File: src/rtl/core/grid_idw_height_interpolator_core_assert.svh
// Assertion macros shared by the interpolator core RTL.
`ifndef GRID_IDW_HEIGHT_INTERPOLATOR_CORE_ASSERT_SVH
`define GRID_IDW_HEIGHT_INTERPOLATOR_CORE_ASSERT_SVH

// Same-cycle implication, sampled on clk_i and disabled while rst_ni is low.
`define GIDW_ASSERT_NOW(label, ante, cons, msg) \
  label: assert property (@(posedge clk_i) disable iff (!rst_ni) (ante) |-> (cons)) \
    else $error(msg);

// Next-cycle implication, sampled on clk_i and disabled while rst_ni is low.
`define GIDW_ASSERT_NEXT(label, ante, cons, msg) \
  label: assert property (@(posedge clk_i) disable iff (!rst_ni) (ante) |=> (cons)) \
    else $error(msg);

`endif

File: src/rtl/core/gidw_pkg.sv
// Package with widths, codes and divider request types of the interpolator core.
`timescale 1ns / 1ps
`default_nettype none

package gidw_pkg;

  localparam int unsigned CFG_W    = 11;
  localparam int unsigned POS_W    = 10;
  localparam int unsigned HGT_W    = 16;
  localparam int unsigned OUT_W    = 24;
  localparam int unsigned CIDX_W   = 5;
  localparam int unsigned FRAC_W   = 8;

  // Controls per grid side; the table holds GROUP * GROUP heights.
  localparam int unsigned GROUP    = 5;

  // The grid step is (width * STEP_RECIP) >> STEP_SHIFT, which equals
  // width / GROUP for every width below 2730.
  localparam int unsigned STEP_SHIFT = 13;
  localparam int unsigned STEP_RECIP = (2**STEP_SHIFT + GROUP - 1) / GROUP;

  // Shared divider: remainder/divisor width and quotient shift width.
  localparam int unsigned REM_W    = 43;
  localparam int unsigned QUO_W    = 41;
  localparam int unsigned CNT_W    = 6;

  localparam int unsigned D2_W     = 23;
  localparam int unsigned NUM_W    = 59;
  localparam int unsigned WLO_W    = 20;
  localparam int unsigned MUL_A_W  = 21;
  localparam int unsigned MUL_B_W  = 16;
  localparam int unsigned MUL_P_W  = MUL_A_W + MUL_B_W;
  localparam int unsigned NUM_LO_W = 16;

  localparam logic [CFG_W-1:0] CFG_RESET = 11'd320;

  // Configuration register indexes.
  localparam logic CFG_GRID_WIDTH  = 1'b0;
  localparam logic CFG_GRID_LENGTH = 1'b1;

  // Operation codes of an input item.
  localparam logic OP_LOAD  = 1'b0;
  localparam logic OP_QUERY = 1'b1;

  typedef struct packed {
    logic             start;
    logic [REM_W-1:0] rem_init;
    logic [QUO_W-1:0] lo;
    logic [REM_W-1:0] divisor;
    logic [CNT_W-1:0] count;
  } div_req_t;

  typedef struct packed {
    logic             busy;
    logic             done;
    logic [QUO_W-1:0] quotient;
  } div_rsp_t;

endpackage

`default_nettype wire

File: src/rtl/core/gidw_if.sv
// Valid/ready channel interfaces for the input items and the results.
`timescale 1ns / 1ps
`default_nettype none

interface gidw_in_if;
  logic                          valid;
  logic                          ready;
  logic                          operation;
  logic [gidw_pkg::CIDX_W-1:0]   control_index;
  logic [gidw_pkg::HGT_W-1:0]    control_height;
  logic [gidw_pkg::POS_W-1:0]    pos_x;
  logic [gidw_pkg::POS_W-1:0]    pos_y;

  modport source (output valid, operation, control_index, control_height, pos_x, pos_y,
                  input ready);
  modport sink (input valid, operation, control_index, control_height, pos_x, pos_y,
                output ready);
endinterface

interface gidw_out_if;
  logic                          valid;
  logic                          ready;
  logic [gidw_pkg::OUT_W-1:0]    height_out;

  modport source (output valid, height_out, input ready);
  modport sink (input valid, height_out, output ready);
endinterface

`default_nettype wire

File: src/rtl/core/gidw_ram.sv
// Generic single-write, single-read RAM with registered read data.
`timescale 1ns / 1ps
`default_nettype none

module gidw_ram #(
  parameter int unsigned WIDTH = 16,
  parameter int unsigned DEPTH = 25
) (
  input  wire logic                     clk_i,
  input  wire logic                     we_i,
  input  wire logic [$clog2(DEPTH)-1:0] waddr_i,
  input  wire logic [WIDTH-1:0]         wdata_i,
  input  wire logic [$clog2(DEPTH)-1:0] raddr_i,
  output logic      [WIDTH-1:0]         rdata_o
);

  logic [WIDTH-1:0] mem_q [DEPTH];
  logic [WIDTH-1:0] rdata_q;

  always_ff @(posedge clk_i) begin
    if (we_i) begin
      mem_q[waddr_i] <= wdata_i;
    end
    rdata_q <= mem_q[raddr_i];
  end

  assign rdata_o = rdata_q;

endmodule

`default_nettype wire

File: src/rtl/core/gidw_div.sv
// Shared restoring divider that produces one quotient bit per cycle.
`timescale 1ns / 1ps
`default_nettype none
`include "grid_idw_height_interpolator_core_assert.svh"

module gidw_div (
  input  wire logic                clk_i,
  input  wire logic                rst_ni,
  input  wire gidw_pkg::div_req_t  req_i,
  output gidw_pkg::div_rsp_t       rsp_o
);

  localparam int unsigned REM_W = gidw_pkg::REM_W;
  localparam int unsigned QUO_W = gidw_pkg::QUO_W;
  localparam int unsigned CNT_W = gidw_pkg::CNT_W;

  logic             busy_q;
  logic             done_q;
  logic [CNT_W-1:0] cnt_q;
  logic [REM_W-1:0] rem_q;
  logic [REM_W-1:0] divisor_q;
  logic [QUO_W-1:0] shf_q;

  logic [REM_W:0]   trial;
  logic [REM_W+1:0] diff;
  logic             qbit;

  // The remainder stays below the divisor, so the trial value fits one extra bit.
  assign trial = {rem_q, shf_q[QUO_W-1]};
  assign diff  = {1'b0, trial} - {2'b00, divisor_q};
  assign qbit  = ~diff[REM_W+1];

  always_ff @(posedge clk_i or negedge rst_ni) begin
    if (!rst_ni) begin
      busy_q <= 1'b0;
      done_q <= 1'b0;
      cnt_q  <= '0;
    end else if (req_i.start) begin
      busy_q <= 1'b1;
      done_q <= 1'b0;
      cnt_q  <= req_i.count;
    end else if (busy_q) begin
      cnt_q <= cnt_q - CNT_W'(1);
      if (cnt_q == CNT_W'(1)) begin
        busy_q <= 1'b0;
        done_q <= 1'b1;
      end
    end else begin
      done_q <= 1'b0;
    end
  end

  always_ff @(posedge clk_i) begin
    if (req_i.start) begin
      rem_q     <= req_i.rem_init;
      divisor_q <= req_i.divisor;
      shf_q     <= req_i.lo;
    end else if (busy_q) begin
      rem_q <= qbit ? diff[REM_W-1:0] : trial[REM_W-1:0];
      shf_q <= {shf_q[QUO_W-2:0], qbit};
    end
  end

  assign rsp_o.busy     = busy_q;
  assign rsp_o.done     = done_q;
  assign rsp_o.quotient = shf_q;

  `GIDW_ASSERT_NOW(a_div_no_restart, req_i.start, !busy_q, "divider restarted while busy")
  `GIDW_ASSERT_NOW(a_div_rem_bound, busy_q, rem_q < divisor_q, "remainder reached divisor")
  `GIDW_ASSERT_NEXT(a_div_done_pulse, done_q, !done_q, "done held for more than one cycle")

endmodule

`default_nettype wire

File: src/rtl/core/grid_idw_height_interpolator_core.sv
// Top level of the grid inverse-distance-weighted height interpolator core.
//
// Usage: input items arrive on in_i, a valid/ready channel. A load item
// (operation = load) writes control_height into the control table entry
// control_index; it produces no result. A query item
// returns one result on out_o: the inverse-squared-distance weighted mean of
// the four control heights around (pos_x, pos_y), in hundredths with eight
// fraction bits, or the corner height itself when the point hits a corner.
// The shared divider produces one quotient bit per cycle: up to 10 bits per
// bracket search, 41 bits per corner weight and 24 for the normalization;
// the grid step is one reciprocal multiply. The input is ready only while the
// sequencer is idle, so a query blocks further items until it completes.
// A finished result sits in the output register; the block takes the next
// item while the receiver stalls, and only a second result waits for the
// first transfer on out_o. Configuration writes on cfg_we_i are taken at any
// time and must only happen while the block is idle. Reset sets grid width
// and length to 320 and clears all control state; the control table itself
// is not cleared and holds unknown heights until they are loaded.
`timescale 1ns / 1ps
`default_nettype none
`include "grid_idw_height_interpolator_core_assert.svh"

module grid_idw_height_interpolator_core (
  input  wire logic                        clk_i,
  input  wire logic                        rst_ni,
  input  wire logic                        cfg_we_i,
  input  wire logic                        cfg_idx_i,
  input  wire logic [gidw_pkg::CFG_W-1:0]  cfg_data_i,
  gidw_in_if.sink                          in_i,
  gidw_out_if.source                       out_o
);

  localparam int unsigned GROUP    = gidw_pkg::GROUP;
  localparam int unsigned CFG_W    = gidw_pkg::CFG_W;
  localparam int unsigned POS_W    = gidw_pkg::POS_W;
  localparam int unsigned HGT_W    = gidw_pkg::HGT_W;
  localparam int unsigned OUT_W    = gidw_pkg::OUT_W;
  localparam int unsigned FRAC_W   = gidw_pkg::FRAC_W;
  localparam int unsigned REM_W    = gidw_pkg::REM_W;
  localparam int unsigned QUO_W    = gidw_pkg::QUO_W;
  localparam int unsigned CNT_W    = gidw_pkg::CNT_W;
  localparam int unsigned D2_W     = gidw_pkg::D2_W;
  localparam int unsigned NUM_W    = gidw_pkg::NUM_W;
  localparam int unsigned WLO_W    = gidw_pkg::WLO_W;
  localparam int unsigned MUL_A_W  = gidw_pkg::MUL_A_W;
  localparam int unsigned MUL_B_W  = gidw_pkg::MUL_B_W;
  localparam int unsigned MUL_P_W  = gidw_pkg::MUL_P_W;
  localparam int unsigned NUM_LO_W = gidw_pkg::NUM_LO_W;
  localparam int unsigned STEP_SHIFT = gidw_pkg::STEP_SHIFT;
  localparam int unsigned STEP_RECIP = gidw_pkg::STEP_RECIP;

  localparam int unsigned TBL_DEPTH = GROUP * GROUP;
  localparam int unsigned ADDR_W    = $clog2(TBL_DEPTH);
  localparam int unsigned IDX_W     = $clog2(GROUP);
  localparam logic [IDX_W-1:0] LOW_MAX = IDX_W'(GROUP - 2);

  typedef enum logic [3:0] {
    ST_IDLE, ST_STEP, ST_BRK, ST_BRKW, ST_CORN, ST_CX, ST_CY, ST_DX2,
    ST_DY2, ST_WDIV, ST_MH, ST_ML, ST_ACC, ST_FIN, ST_FDIV, ST_DONE
  } state_e;

  // Configuration registers.
  logic [CFG_W-1:0] wid_q, len_q;

  always_ff @(posedge clk_i or negedge rst_ni) begin
    if (!rst_ni) begin
      wid_q <= gidw_pkg::CFG_RESET;
      len_q <= gidw_pkg::CFG_RESET;
    end else if (cfg_we_i) begin
      unique case (cfg_idx_i)
        gidw_pkg::CFG_GRID_WIDTH:  wid_q <= cfg_data_i;
        gidw_pkg::CFG_GRID_LENGTH: len_q <= cfg_data_i;
        default:                   wid_q <= wid_q;
      endcase
    end
  end

  // Control state and registered outputs.
  state_e           state_q, state_d;
  logic             axis_q, axis_d;
  logic [1:0]       k_q, k_d;
  logic             out_valid_q, out_valid_d;
  logic [OUT_W-1:0] out_data_q, out_data_d;

  // Datapath registers.
  logic [POS_W-1:0]   x_q, x_d, y_q, y_d;
  logic [CFG_W-1:0]   step_q, step_d;
  logic [IDX_W-1:0]   c0_q, c0_d, r0_q, r0_d;
  logic [CFG_W-1:0]   dx_q, dx_d, dy_q, dy_d;
  logic [D2_W-1:0]    d2_q, d2_d;
  logic [QUO_W-1:0]   w_q, w_d;
  logic [NUM_W-1:0]   num_q, num_d;
  logic [REM_W-1:0]   den_q, den_d;
  logic [OUT_W-1:0]   res_q, res_d;
  logic [MUL_P_W-1:0] prod_q;

  // Shared multiplier operands, chosen by the sequencer.
  logic [MUL_A_W-1:0] mul_a;
  logic [MUL_B_W-1:0] mul_b;

  gidw_pkg::div_req_t div_req;
  gidw_pkg::div_rsp_t div_rsp;

  // Control table.
  logic              ram_we;
  logic [ADDR_W-1:0] ram_waddr, ram_raddr;
  logic [HGT_W-1:0]  hv;
  logic [7:0]        cidx_ext;

  // Bracket search for the axis being worked on.
  logic [CFG_W:0]     two;
  logic [CFG_W-1:0]   extent;
  logic [POS_W-1:0]   pos;
  logic [CFG_W:0]     ext_minus;
  logic               pos_low, pos_high;
  logic [POS_W-1:0]   brk_q;
  logic [IDX_W-1:0]   brk_sat;

  // Corner being evaluated.
  logic [IDX_W-1:0]   col, row;
  logic [D2_W-1:0]    d2_sum;

  // Grid step taken from the reciprocal product.
  logic [CFG_W-1:0]   step_raw;

  function automatic logic [CFG_W-1:0] abs_diff(input logic [POS_W-1:0] a,
                                                 input logic [CFG_W-1:0] b);
    logic [CFG_W-1:0] ae;
    ae = CFG_W'(a);
    return (ae >= b) ? (ae - b) : (b - ae);
  endfunction

  assign two       = {step_q, 1'b0};
  assign extent    = axis_q ? len_q : wid_q;
  assign pos       = axis_q ? y_q : x_q;
  assign ext_minus = {1'b0, extent} - two;
  assign pos_low   = (CFG_W'(pos) < two[CFG_W-1:0]) || two[CFG_W];
  // Either the extent is below two steps or the point lies past extent minus two steps.
  assign pos_high  = ({1'b0, extent} < two) || ((CFG_W + 1)'(pos) > ext_minus);
  assign brk_q     = div_rsp.quotient[POS_W-1:0];
  assign brk_sat   = (brk_q > POS_W'(GROUP - 2)) ? LOW_MAX : brk_q[IDX_W-1:0];
  assign step_raw  = prod_q[STEP_SHIFT +: CFG_W];

  assign col       = c0_q + IDX_W'(k_q[1]);
  assign row       = r0_q + IDX_W'(k_q[0]);
  assign ram_raddr = ADDR_W'(col) + ADDR_W'(row) * ADDR_W'(GROUP);
  assign d2_sum    = d2_q + prod_q[D2_W-1:0];

  assign cidx_ext  = 8'(in_i.control_index);
  assign ram_waddr = cidx_ext[ADDR_W-1:0];
  assign ram_we    = (state_q == ST_IDLE) && in_i.valid && (in_i.operation == gidw_pkg::OP_LOAD)
                     && (32'(in_i.control_index) < 32'(TBL_DEPTH));

  assign in_i.ready       = (state_q == ST_IDLE);
  assign out_o.valid      = out_valid_q;
  assign out_o.height_out = out_data_q;

  always_comb begin
    state_d     = state_q;
    axis_d      = axis_q;
    k_d         = k_q;
    out_valid_d = out_valid_q && !out_o.ready;
    out_data_d  = out_data_q;
    x_d         = x_q;
    y_d         = y_q;
    step_d      = step_q;
    c0_d        = c0_q;
    r0_d        = r0_q;
    dx_d        = dx_q;
    dy_d        = dy_q;
    d2_d        = d2_q;
    w_d         = w_q;
    num_d       = num_q;
    den_d       = den_q;
    res_d       = res_q;
    mul_a       = '0;
    mul_b       = '0;
    div_req     = '0;

    unique case (state_q)
      ST_IDLE: begin
        if (in_i.valid && in_i.operation == gidw_pkg::OP_QUERY) begin
          // Grid step is the width times a scaled reciprocal of the group count.
          x_d     = in_i.pos_x;
          y_d     = in_i.pos_y;
          mul_a   = MUL_A_W'(wid_q);
          mul_b   = MUL_B_W'(STEP_RECIP);
          state_d = ST_STEP;
        end
      end
      ST_STEP: begin
        step_d  = (step_raw == '0) ? CFG_W'(1) : step_raw;
        axis_d  = 1'b0;
        state_d = ST_BRK;
      end
      ST_BRK: begin
        if (pos_low || pos_high) begin
          if (!axis_q) begin
            c0_d   = pos_low ? '0 : LOW_MAX;
            axis_d = 1'b1;
          end else begin
            r0_d    = pos_low ? '0 : LOW_MAX;
            k_d     = '0;
            num_d   = '0;
            den_d   = '0;
            state_d = ST_CORN;
          end
        end else begin
          div_req.start   = 1'b1;
          div_req.lo      = {pos, {(QUO_W - POS_W){1'b0}}};
          div_req.divisor = REM_W'(step_q);
          div_req.count   = CNT_W'(POS_W);
          state_d         = ST_BRKW;
        end
      end
      ST_BRKW: begin
        if (div_rsp.done) begin
          if (!axis_q) begin
            c0_d    = brk_sat;
            axis_d  = 1'b1;
            state_d = ST_BRK;
          end else begin
            r0_d    = brk_sat;
            k_d     = '0;
            num_d   = '0;
            den_d   = '0;
            state_d = ST_CORN;
          end
        end
      end
      ST_CORN: begin
        mul_a   = MUL_A_W'(col);
        mul_b   = MUL_B_W'(step_q);
        state_d = ST_CX;
      end
      ST_CX: begin
        dx_d    = abs_diff(x_q, prod_q[CFG_W-1:0]);
        mul_a   = MUL_A_W'(row);
        mul_b   = MUL_B_W'(step_q);
        state_d = ST_CY;
      end
      ST_CY: begin
        dy_d    = abs_diff(y_q, prod_q[CFG_W-1:0]);
        mul_a   = MUL_A_W'(dx_q);
        mul_b   = MUL_B_W'(dx_q);
        state_d = ST_DX2;
      end
      ST_DX2: begin
        d2_d    = prod_q[D2_W-1:0];
        mul_a   = MUL_A_W'(dy_q);
        mul_b   = MUL_B_W'(dy_q);
        state_d = ST_DY2;
      end
      ST_DY2: begin
        if (d2_sum == '0) begin
          // The point sits on this corner: its height is the answer.
          res_d   = {hv, {FRAC_W{1'b0}}};
          state_d = ST_DONE;
        end else begin
          div_req.start   = 1'b1;
          div_req.lo      = {1'b1, {(QUO_W - 1){1'b0}}};
          div_req.divisor = REM_W'(d2_sum);
          div_req.count   = CNT_W'(QUO_W);
          state_d         = ST_WDIV;
        end
      end
      ST_WDIV: begin
        if (div_rsp.done) begin
          w_d     = div_rsp.quotient;
          den_d   = den_q + REM_W'(div_rsp.quotient);
          state_d = ST_MH;
        end
      end
      ST_MH: begin
        mul_a   = w_q[QUO_W-1:WLO_W];
        mul_b   = hv;
        state_d = ST_ML;
      end
      ST_ML: begin
        num_d   = num_q + (NUM_W'(prod_q) << WLO_W);
        mul_a   = MUL_A_W'(w_q[WLO_W-1:0]);
        mul_b   = hv;
        state_d = ST_ACC;
      end
      ST_ACC: begin
        num_d = num_q + NUM_W'(prod_q);
        if (k_q == 2'd3) begin
          state_d = ST_FIN;
        end else begin
          k_d     = k_q + 2'd1;
          state_d = ST_CORN;
        end
      end
      ST_FIN: begin
        // The weighted mean is below 2^16, so the upper part of num is already
        // below den and only the 24 result bits need to be produced.
        div_req.start    = 1'b1;
        div_req.rem_init = num_q[NUM_W-1:NUM_LO_W];
        div_req.lo       = {num_q[NUM_LO_W-1:0], {(QUO_W - NUM_LO_W){1'b0}}};
        div_req.divisor  = den_q;
        div_req.count    = CNT_W'(OUT_W);
        state_d          = ST_FDIV;
      end
      ST_FDIV: begin
        if (div_rsp.done) begin
          res_d   = div_rsp.quotient[OUT_W-1:0];
          state_d = ST_DONE;
        end
      end
      ST_DONE: begin
        if (!out_valid_q || out_o.ready) begin
          out_valid_d = 1'b1;
          out_data_d  = res_q;
          state_d     = ST_IDLE;
        end
      end
      default: state_d = ST_IDLE;
    endcase
  end

  always_ff @(posedge clk_i or negedge rst_ni) begin
    if (!rst_ni) begin
      state_q     <= ST_IDLE;
      axis_q      <= 1'b0;
      k_q         <= '0;
      out_valid_q <= 1'b0;
      out_data_q  <= '0;
    end else begin
      state_q     <= state_d;
      axis_q      <= axis_d;
      k_q         <= k_d;
      out_valid_q <= out_valid_d;
      out_data_q  <= out_data_d;
    end
  end

  always_ff @(posedge clk_i) begin
    x_q    <= x_d;
    y_q    <= y_d;
    step_q <= step_d;
    c0_q   <= c0_d;
    r0_q   <= r0_d;
    dx_q   <= dx_d;
    dy_q   <= dy_d;
    d2_q   <= d2_d;
    w_q    <= w_d;
    num_q  <= num_d;
    den_q  <= den_d;
    res_q  <= res_d;
    prod_q <= MUL_P_W'(mul_a) * MUL_P_W'(mul_b);
  end

  gidw_div u_div (
    .clk_i  (clk_i),
    .rst_ni (rst_ni),
    .req_i  (div_req),
    .rsp_o  (div_rsp)
  );

  gidw_ram #(
    .WIDTH (HGT_W),
    .DEPTH (TBL_DEPTH)
  ) u_table (
    .clk_i   (clk_i),
    .we_i    (ram_we),
    .waddr_i (ram_waddr),
    .wdata_i (in_i.control_height),
    .raddr_i (ram_raddr),
    .rdata_o (hv)
  );

  `GIDW_ASSERT_NEXT(a_query_enters_step,
    in_i.valid && in_i.ready && in_i.operation == gidw_pkg::OP_QUERY,
    state_q == ST_STEP, "query did not start the step computation")
  `GIDW_ASSERT_NOW(a_idle_div_free, state_q == ST_IDLE, !div_rsp.busy,
    "divider busy while the sequencer is idle")
  `GIDW_ASSERT_NOW(a_step_nonzero, state_q == ST_BRK || state_q == ST_CORN,
    step_q != '0, "grid step is zero during bracketing")
  `GIDW_ASSERT_NEXT(a_result_offered, state_q == ST_DONE && (!out_valid_q || out_o.ready),
    out_valid_q && state_q == ST_IDLE, "finished result was not offered")

endmodule

`default_nettype wire
File: src/flat_wrapper.sv
// flat-port wrapper written by rule: the top's interface ports become plain ports
module grid_idw_height_interpolator_core_flat 
  (clk_i, rst_ni, cfg_we_i, cfg_idx_i, cfg_data_i, in_i_valid, in_i_operation, in_i_control_index, in_i_control_height, in_i_pos_x, in_i_pos_y, in_i_ready, out_o_valid, out_o_height_out, out_o_ready);
  gidw_in_if in_i_i ();
  gidw_out_if out_o_i ();
  input  wire logic clk_i;
  input  wire logic rst_ni;
  input  wire logic cfg_we_i;
  input  wire logic cfg_idx_i;
  input  wire logic [gidw_pkg::CFG_W-1:0] cfg_data_i;
  input wire logic [$bits(in_i_i.valid)-1:0] in_i_valid;
  input wire logic [$bits(in_i_i.operation)-1:0] in_i_operation;
  input wire logic [$bits(in_i_i.control_index)-1:0] in_i_control_index;
  input wire logic [$bits(in_i_i.control_height)-1:0] in_i_control_height;
  input wire logic [$bits(in_i_i.pos_x)-1:0] in_i_pos_x;
  input wire logic [$bits(in_i_i.pos_y)-1:0] in_i_pos_y;
  output wire logic [$bits(in_i_i.ready)-1:0] in_i_ready;
  output wire logic [$bits(out_o_i.valid)-1:0] out_o_valid;
  output wire logic [$bits(out_o_i.height_out)-1:0] out_o_height_out;
  input wire logic [$bits(out_o_i.ready)-1:0] out_o_ready;
  assign in_i_i.valid = in_i_valid;
  assign in_i_i.operation = in_i_operation;
  assign in_i_i.control_index = in_i_control_index;
  assign in_i_i.control_height = in_i_control_height;
  assign in_i_i.pos_x = in_i_pos_x;
  assign in_i_i.pos_y = in_i_pos_y;
  assign in_i_ready = in_i_i.ready;
  assign out_o_valid = out_o_i.valid;
  assign out_o_height_out = out_o_i.height_out;
  assign out_o_i.ready = out_o_ready;
  grid_idw_height_interpolator_core u_core (.clk_i(clk_i), .rst_ni(rst_ni), .cfg_we_i(cfg_we_i), .cfg_idx_i(cfg_idx_i), .cfg_data_i(cfg_data_i), .in_i(in_i_i), .out_o(out_o_i));
endmodule
File: config.mk
export PLATFORM = sky130hd
export DESIGN_NAME = grid_idw_height_interpolator_core_flat
export DESIGN_NICKNAME = d
export VERILOG_FILES = /design/src/rtl/core/gidw_pkg.sv /design/src/rtl/core/gidw_if.sv /design/src/rtl/core/gidw_ram.sv /design/src/rtl/core/gidw_div.sv /design/src/rtl/core/grid_idw_height_interpolator_core.sv /design/src/flat_wrapper.sv
export VERILOG_INCLUDE_DIRS = /design/src /design/src/rtl/core
export SDC_FILE = /design/constraint.sdc
export NUM_CORES = 2
export LEC_CHECK = 0
export ABC_AREA = 1
export BUFFER_PORTS_ARGS = -buffer_cell sky130_fd_sc_hd__buf_2
export CAP_MARGIN = 30
export CORE_MARGIN = 2
export CORE_UTILIZATION = 60
export CTS_BUF_LIST = sky130_fd_sc_hd__clkbuf_2 sky130_fd_sc_hd__clkbuf_4 sky130_fd_sc_hd__clkbuf_8
export CTS_CLUSTER_DIAMETER = 30
export DETAILED_ROUTE_END_ITERATION = 8
export PLACE_DENSITY_LB_ADDON = 0.25
export SETUP_SLACK_MARGIN = 0.15
export SLEW_MARGIN = 30
export SYNTH_ARGS = -nofsm -noshare
export SYNTH_HDL_FRONTEND = slang
export SYNTH_SLANG_ARGS = --single-unit
File: constraint.sdc
create_clock -name clk_i -period 8.6 [get_ports clk_i]
set_clock_uncertainty 0.2 [all_clocks]
set_input_delay 0.86 -clock clk_i [delete_from_list [all_inputs] [get_ports clk_i]]
set_output_delay 0.86 -clock clk_i [all_outputs]
set_load 0.03 [all_outputs]
## After elaboration in Yosys (flattened, before gate mapping)

Memories as Yosys holds them, arrays and structs flattened. A register that Yosys moved wholly into a read port is not among the register bits.
Cells that the tools add are included.

| operators by class | value |
|---|---|
| equal/unequal tests | 31 |
| $lt $le $gt $ge | 7 |
| multiply operators | 2 |
| bitwise operators | 3 |
| mux-type cells | 75 |
| reductions and logical operators | 36 |
| add/subtract/negate cells | 15 |

Operators by type and width:

| kind | number |
|---|---|
| $mux W43 | 8 |
| $pmux W90 S3 | 1 |
| $pmux W59 S4 | 1 |
| $mux W90 | 2 |
| $mux W59 | 3 |
| $pmux W21 S7 | 1 |
| $pmux W43 S3 | 1 |
| $mux W41 | 2 |
| $pmux W16 S5 | 1 |
| $pmux W4 S16 | 1 |
| $add A59 B37 Y59 | 1 |
| $add A59 B57 Y59 | 1 |
| $mux W11 | 5 |
| $mux W24 | 2 |
| $pmux W24 S2 | 1 |
| $sub A44 B43 Y45 | 1 |
| $add A43 B41 Y43 | 1 |
| $mul A21 B16 Y37 | 1 |
| $mux W3 | 11 |
| $eq A4 B4 Y1 const B | 8 |
| $mux W4 | 8 |
| $add A23 B23 Y23 | 1 |
| $logic_not A23 Y1 | 1 |
| $ge A10 B11 Y1 | 2 |
| other kinds (44) | 104 |

| word-level totals | value |
|---|---|
| bits in writable memories | 400 |
| register bits after elaboration | 475 |
| word-level logic and storage cells | 196 |
| memories | 1 |
| output and inout bits | 26 |
| input port bits | 59 |

Memory list:

| memory | words | width | read ports | clocked after memory_dff | write ports | RTL line | source |
|---|---|---|---|---|---|---|---|
| u_core.u_table.mem_q | 25 | 16 | 1 | 1 | 1 | gidw_ram.sv:17 | `logic [WIDTH-1:0] mem_q [DEPTH];` |

## Longest topological paths before layout

| logic depth | value |
|---|---|
| depth after elaboration | 8 |
| depth in mapped cells | 36 |
| gate-level depth less buffers | 35 |

## By module

From an unflattened synthesis, not the netlist that was laid out.

| second synthesis, totals | value |
|---|---|
| cell total of the unflattened synthesis | 7,901 |
| area total of the unflattened synthesis | 64,296.7 um^2 |

Modules (own cells, without submodules):

| module | cells an instance | sequential area each (um^2) | area each (um^2) | instances |
|---|---|---|---|---|
| grid_idw_height_interpolator_core | 4,945 | 9,574.2 | 37,423.4 | 1 |
| gidw_ram | 1,564 | 12,331.8 | 17,216.5 | 1 |
| gidw_div | 1,392 | 4,013.8 | 9,656.8 | 1 |

## Least setup slack after synthesis

OpenSTA, ideal clock, no wires.

| path | value |
|---|---|
| path kind | reg-to-reg |
| start point | register u_core.state_q[1] |
| end point | register u_core.prod_q[26] |
| slack | 900 ps |
| cell stages (with the launch flop) | 32 |
| library setup time | 112 ps |
| required time | 8,288 ps |
| buffers on the path | 1 |
| arrival time | 7,388 ps |
| period minus slack after synthesis | 7,700 ps |
| cells stage by stage | dfrtp_1 nor2_1 inv_1 nor2_1 inv_2 nor2_2 inv_2 buf_2 nor2_1 nor3_2 inv_1 nand2_1 fa_1 fa_1 fa_1 fa_1 inv_1 fa_1 inv_1 fa_1 inv_1 ha_1 a21oi_1 a21boi_0 o21ai_0 a21oi_1 o21ai_0 nand2_1 nand2_1 a21o_1 nand2_1 nand2_1 |

| on the way | value |
|---|---|
| elaborated cells on any way between the ends | 12 |
| classes of those cells | 1 x mul; 6 x eq/ne; 2 x mux; 3 x reduce/logical |

RTL lines:

| item | RTL line | source |
|---|---|---|
| start: declaration | grid_idw_height_interpolator_core.sv:79 | `state_e state_q, state_d;` |
| start signal: assignment | grid_idw_height_interpolator_core.sv:329 | `state_q <= state_d;` |
| $logic_not A4 Y1 (*) | -- |  |
| named net in_i_ready | flat_wrapper.sv:17 | `output wire logic [$bits(in_i_i.ready)-1:0] in_i_ready;` |
| $pmux W21 S7 / $pmux W16 S5 (equally long branches) | grid_idw_height_interpolator_core.sv:180 | `unique case (state_q)` |
| $mul A21 B16 Y37 (*) | grid_idw_height_interpolator_core.sv:350 | `prod_q <= MUL_P_W'(mul_a) * MUL_P_W'(mul_b);` |
| end signal: assignment | grid_idw_height_interpolator_core.sv:350 |  |
| end: declaration | grid_idw_height_interpolator_core.sv:95 | `logic [MUL_P_W-1:0] prod_q;` |

Mark *: on every way through the listed nets, which the timed path passes. The rest lies on a longest branch.
A chain may end at the register's enable or synchronous reset.

## Worst setup path in the final report

| path | value |
|---|---|
| start point | register u_core.state_q[1] |
| end point | register u_core.prod_q[34] |

| on the way | value |
|---|---|
| cells in the longest elaborated chain, start to end | 4 |
| elaborated cells on any way between the ends | 12 |
| classes of those cells | 1 x mul; 6 x eq/ne; 2 x mux; 3 x reduce/logical |

Ends and longest elaborated chain:

| item | RTL line |
|---|---|
| $eq A4 B4 Y1 / $eq A4 B3 Y1 (equally long branches) | grid_idw_height_interpolator_core.sv:180 |
| $reduce_or A2 Y1 (no source line) | -- |
| $pmux W16 S5 | grid_idw_height_interpolator_core.sv:180 |
| $mul A21 B16 Y37 (*) | grid_idw_height_interpolator_core.sv:350 |

Mark *: on every way between the ends. The rest lies on a longest branch, timed or not.

==> summary.txt <==
Status
  – Outcome: finished, final reports clean

Yosys
  – Number of synthesized flops with an enable pin: slightly below 800
  – Top cells by count, synth: 1,332 x nand2_1, 1,064 x inv_1, 888 x nor2_1
  – Post-synthesis adder-cell area fraction: between 10% and 20%
  – Share of the yosys chip area belonging to registers: between 40% and 50%
  – Yosys reg bits: a little under 900
  – Post-synthesis xor/xnor area fraction: 1.877%
  – Async S/R FF share, synth: 6.958%
  – Synth Area in Compound Gates: between 10% and 20%
  – Top-area cell type share of the netlist area: around two fifths
  – Synth Flop Type: edfxtp_1
  – Mapped Cells: between 7,000 and 8,000
  – Synth area leaders: edfxtp_1 38%, fa_1 9.0%, nand2_1 8.2%
  – Cell taking the most area after synthesis: edfxtp_1
  – Largest family of logic cells by synthesized area: simple AND/OR/NAND/NOR gates
  – Mux contribution to synthesized area: less than 1%
  – Simple-gate portion of the synthesized area: between 15 and 20%
  – Synthesized area: around 60,000 µm²
  – Distinct cell type count after synthesis: 65
  – Avg Cell Area, Syn: ~8.7 µm²
  – Warnings from Yosys: 0
  – Cell with the most instances after synthesis: nand2_1

Worst setup path
  – Most used cell, CP: nand2_1
  – Worst path arrival time: between 8 and 9 ns
  – Crit-path leading delay family: adder cells
  – Critical Path Slowest Stage Cell: o22ai_2
  – CP Class: flip-flop to flip-flop
  – Critical Path Start Type: flip-flop
  – WP buf/inv: 6
  – Critical Path Fanout Max: 12
  – CP Data Required Time: roughly 9 ns
  – CP endpoint kind: flip-flop
  – CP peak stage delay: between 0.7 and 0.8 ns

Power and ir drop
  – Total power: ~10 mW
  – Net Sw Power: approximately 2.4 mW
  – Internal: between 7 and 8 mW
  – Comb pwr share: 1.6%
  – Clock power share: 52.4%
  – LEAKAGE: 31.42 nW
  – Sw Share: between 20% and 30%
  – Pwr dens: roughly 150 nW/µm²
  – Share of power burned in registers: 46.0%
  – Peak supply drop: 214.7 µV

Hold path
  – Worst Hold Class: input pin to flip-flop

Placed design
  – Placed cell area: between 60,000 and 70,000 µm²
  – Hpwl dp: about 160,000 µm
  – Port buffer count: 84
  – Placed cell count: approximately 8,400
  – GPL Wtd Cong: 1.056

Clock tree
  – Clock tree buffer depth: 3
  – Clock Latency Late Sink: ~0.93 ns
  – Clk sinks: between 800 and 900
  – Htree depth: 4
  – CTS tree: built
  – Inserted Clock Buffers: between 150 and 200
  – Clock root buffer: clkbuf_8
  – Clk slew on worst S/H paths: ~0.06 ns

Timing
  – Slew @ Worst Pin: between 1 and 1.5 ns
  – Setup violators final: 0
  – Crit path time final: between 8 and 9 ns
  – Period utilization: 93.13%
  – Fin. Hold Viols: 0
  – FMAX: around 120 MHz
  – RSZ-0062 raised after global routing: no
  – Slew Viols, Final: 0
  – TNS Setup: 0 ns
  – Max-slew headroom: between 30% and 40%

Routing
  – Initial DRC Count: between 7,000 and 8,000
  – Routed WL: between 200,000 and 250,000 µm
  – Drt first pass iters: 9
  – DR WL/cell: approximately 24 µm
  – Remaining DRCs: 0
  – Final ANT Viol Nets: 0
  – Vias/cell: slightly above 6
  – Detailed-route via count: 53,590

Global route
  – GRT overflow: 0
  – Largest net degree at the start of global routing: 102
  – Busiest grt layer: met2
  – Initial antenna violation count: 11
  – Grt met1 use: between 50% and 60%
  – First-pass GRT wire length: roughly 310,000 µm
  – M2 GR Usage: about three fifths
  – Total track usage: about 40%
  – Vias in the first global route: a little over 50,000
  – Met3 usage: slightly below 10%

Floorplanning
  – Die H: 323.2 µm
  – # rows: ~120
  – Initial Utilization: around three fifths
  – Die width: ~320 µm
  – Core area: slightly above 100,000 µm²
  – IO Pins: 85
  – Die area: around 100,000 µm²

Flow run
  – Max_cap viols: 0

Final layout
  – Fraction of layout instances using a drive strength above 1: 9.011%
  – Area delta synth->final: 11.92%
  – Final #Nets: ~8,000
  – Post-layout util: between 60% and 70%
  – Design area: approximately 70,000 µm²
  – Layout Cells excl Fill: ~8,800
cell families after synthesis:
| group | Yosys count |
|---|---|
| simple gates | 2632 |
| compound gates | 1410 |
| buf+inv | 1291 |
| flops | 891 |
| fa+ha+maj | 647 |
| xor+xnor | 131 |
| mux | 27 |
| other cells | 1 |
layout by cell type (no fill, tap or decap), types with 14 or more instances in the layout:
master / Yosys / layout
clkinv_1: 12 / 32
ha_1: 372 / 370
clkinv_2: 0 / 27
o21bai_1: 27 / 27
a21oi_1: 404 / 403
clkbuf_8: 0 / 198
o211ai_1: 43 / 43
nor4_1: 29 / 27
bufinv_16: 0 / 25
nand3_1: 232 / 231
edfxtp_1: 776 / 776
a21o_1: 32 / 32
buf_4: 1 / 134
dfxtp_1: 53 / 53
o21a_1: 17 / 17
xor2_1: 85 / 84
clkinvlp_4: 0 / 17
mux2_2: 24 / 24
nor3_1: 48 / 47
dlygate4sd3_1: 0 / 23
o22ai_1: 52 / 52
inv_2: 13 / 14
dfrtp_1: 58 / 58
inv_1: 1064 / 1061
xnor2_1: 46 / 46
a22o_1: 22 / 22
nor2_1: 888 / 880
a31oi_1: 64 / 63
nand2_1: 1332 / 1330
o221ai_1: 62 / 62
buf_2: 20 / 84
nand4_1: 46 / 46
a21boi_0: 15 / 15
fa_1: 275 / 275
clkbuf_4: 0 / 27
o21ai_0: 611 / 611
or2_2: 21 / 21
sequential cells by signal, summed over array words and instances (netlist names), 2 cells and up:
signal and flops:
u_core.step_q 11, u_core.dx_q 11, u_core.den_q 43, u_core.res_q 24
u_core.prod_q 37, u_core.u_table.rdata_o 16, u_core.k_q 2, u_core.u_div.divisor_q 43
u_core.state_q 4, u_core.len_q 11, u_core.d2_q 23, u_core.r0_q 3
u_core.num_q 59, u_core.y_q 10, u_core.u_table.mem_q 400, u_core.dy_q 11
u_core.wid_q 11, u_core.u_div.cnt_q 6, u_core.x_q 10, u_core.u_div.rem_q 43
u_core.c0_q 3, u_core.u_div.shf_q 41, u_core.out_o.height_out 24, u_core.w_q 41
worst min-delay path, cell delays in order:
cell and delay, ns:
buf_2 0.10, inv_1 0.07, o21ai_0 0.09
worst paths after layout:
check / start / end / slack [ns] / depth (start not counted)
worst min-delay path: cfg_data_i[6] / u_core.wid_q[6] / 0.03 / 3
min in group asynchronous: rst_ni / u_core.out_o.height_out[7] / 0.49 / 3
max in group asynchronous: rst_ni / u_core.state_q[3] / 7.13 / 3
worst min register to register: u_core.res_q[14] / u_core.out_o.height_out[14] / 0.29 / 1
worst max-delay path: u_core.state_q[1] / u_core.prod_q[34] / 0.59 / 28
worst max register to register: u_core.state_q[1] / u_core.prod_q[34] / 0.59 / 28
metal layers:
metal / vias up / wire [µm]
met5: - / 35
met1: 25470 / 84880
li1: 24020 / -
met4: 4 / 10580
met2: 3540 / 89860
met3: 565 / 26720
final cells by class:
cell class | instances | area [µm²]
clock buffer | 225 | 2928
fill | 8050 | 33020
antenna | 8 | 20.02
clock inverter | 126 | 1594
inverter | 1089 | 4098
timing repair buffer | 244 | 1708
multi-input combinational | 4849 | 30450
sequential | 891 | 25920
tap | 1368 | 1712
power by group through the flow:
stage                     Combinational [mW]  Sequential (mW)  Clock [mW]
after floorplan                       0.0701             4.78           0
final                                  0.162             4.70        5.34
after detailed placement               0.145             4.78           0
after global placement                 0.142             4.78           0
after CTS                              0.156             4.70        5.35
after global routing                   0.177             4.69        5.56
repair_timing:
item / in CTS / in global routing
hold buffers: 23 / 0
gates resized for setup: 0 / 7
setup buffers: 0 / 1
hold endpoints to repair: 82 / 0
setup endpoints to repair: 0 / 10
metrics by stage:
step / hold slack [ns] / setup WS (ns)
6_report: 0.03309 / 0.5905
5_1_grt: 0.02978 / 0.2291
4_1_cts: 0.00007738 / 0.5073
3_5_place_dp: 0.2685 / 0.2280
3_3_place_gp: 0.2597 / 0.3504
2_1_floorplan: 0.2528 / 0.9000
(Power assumes the default switching activity.)
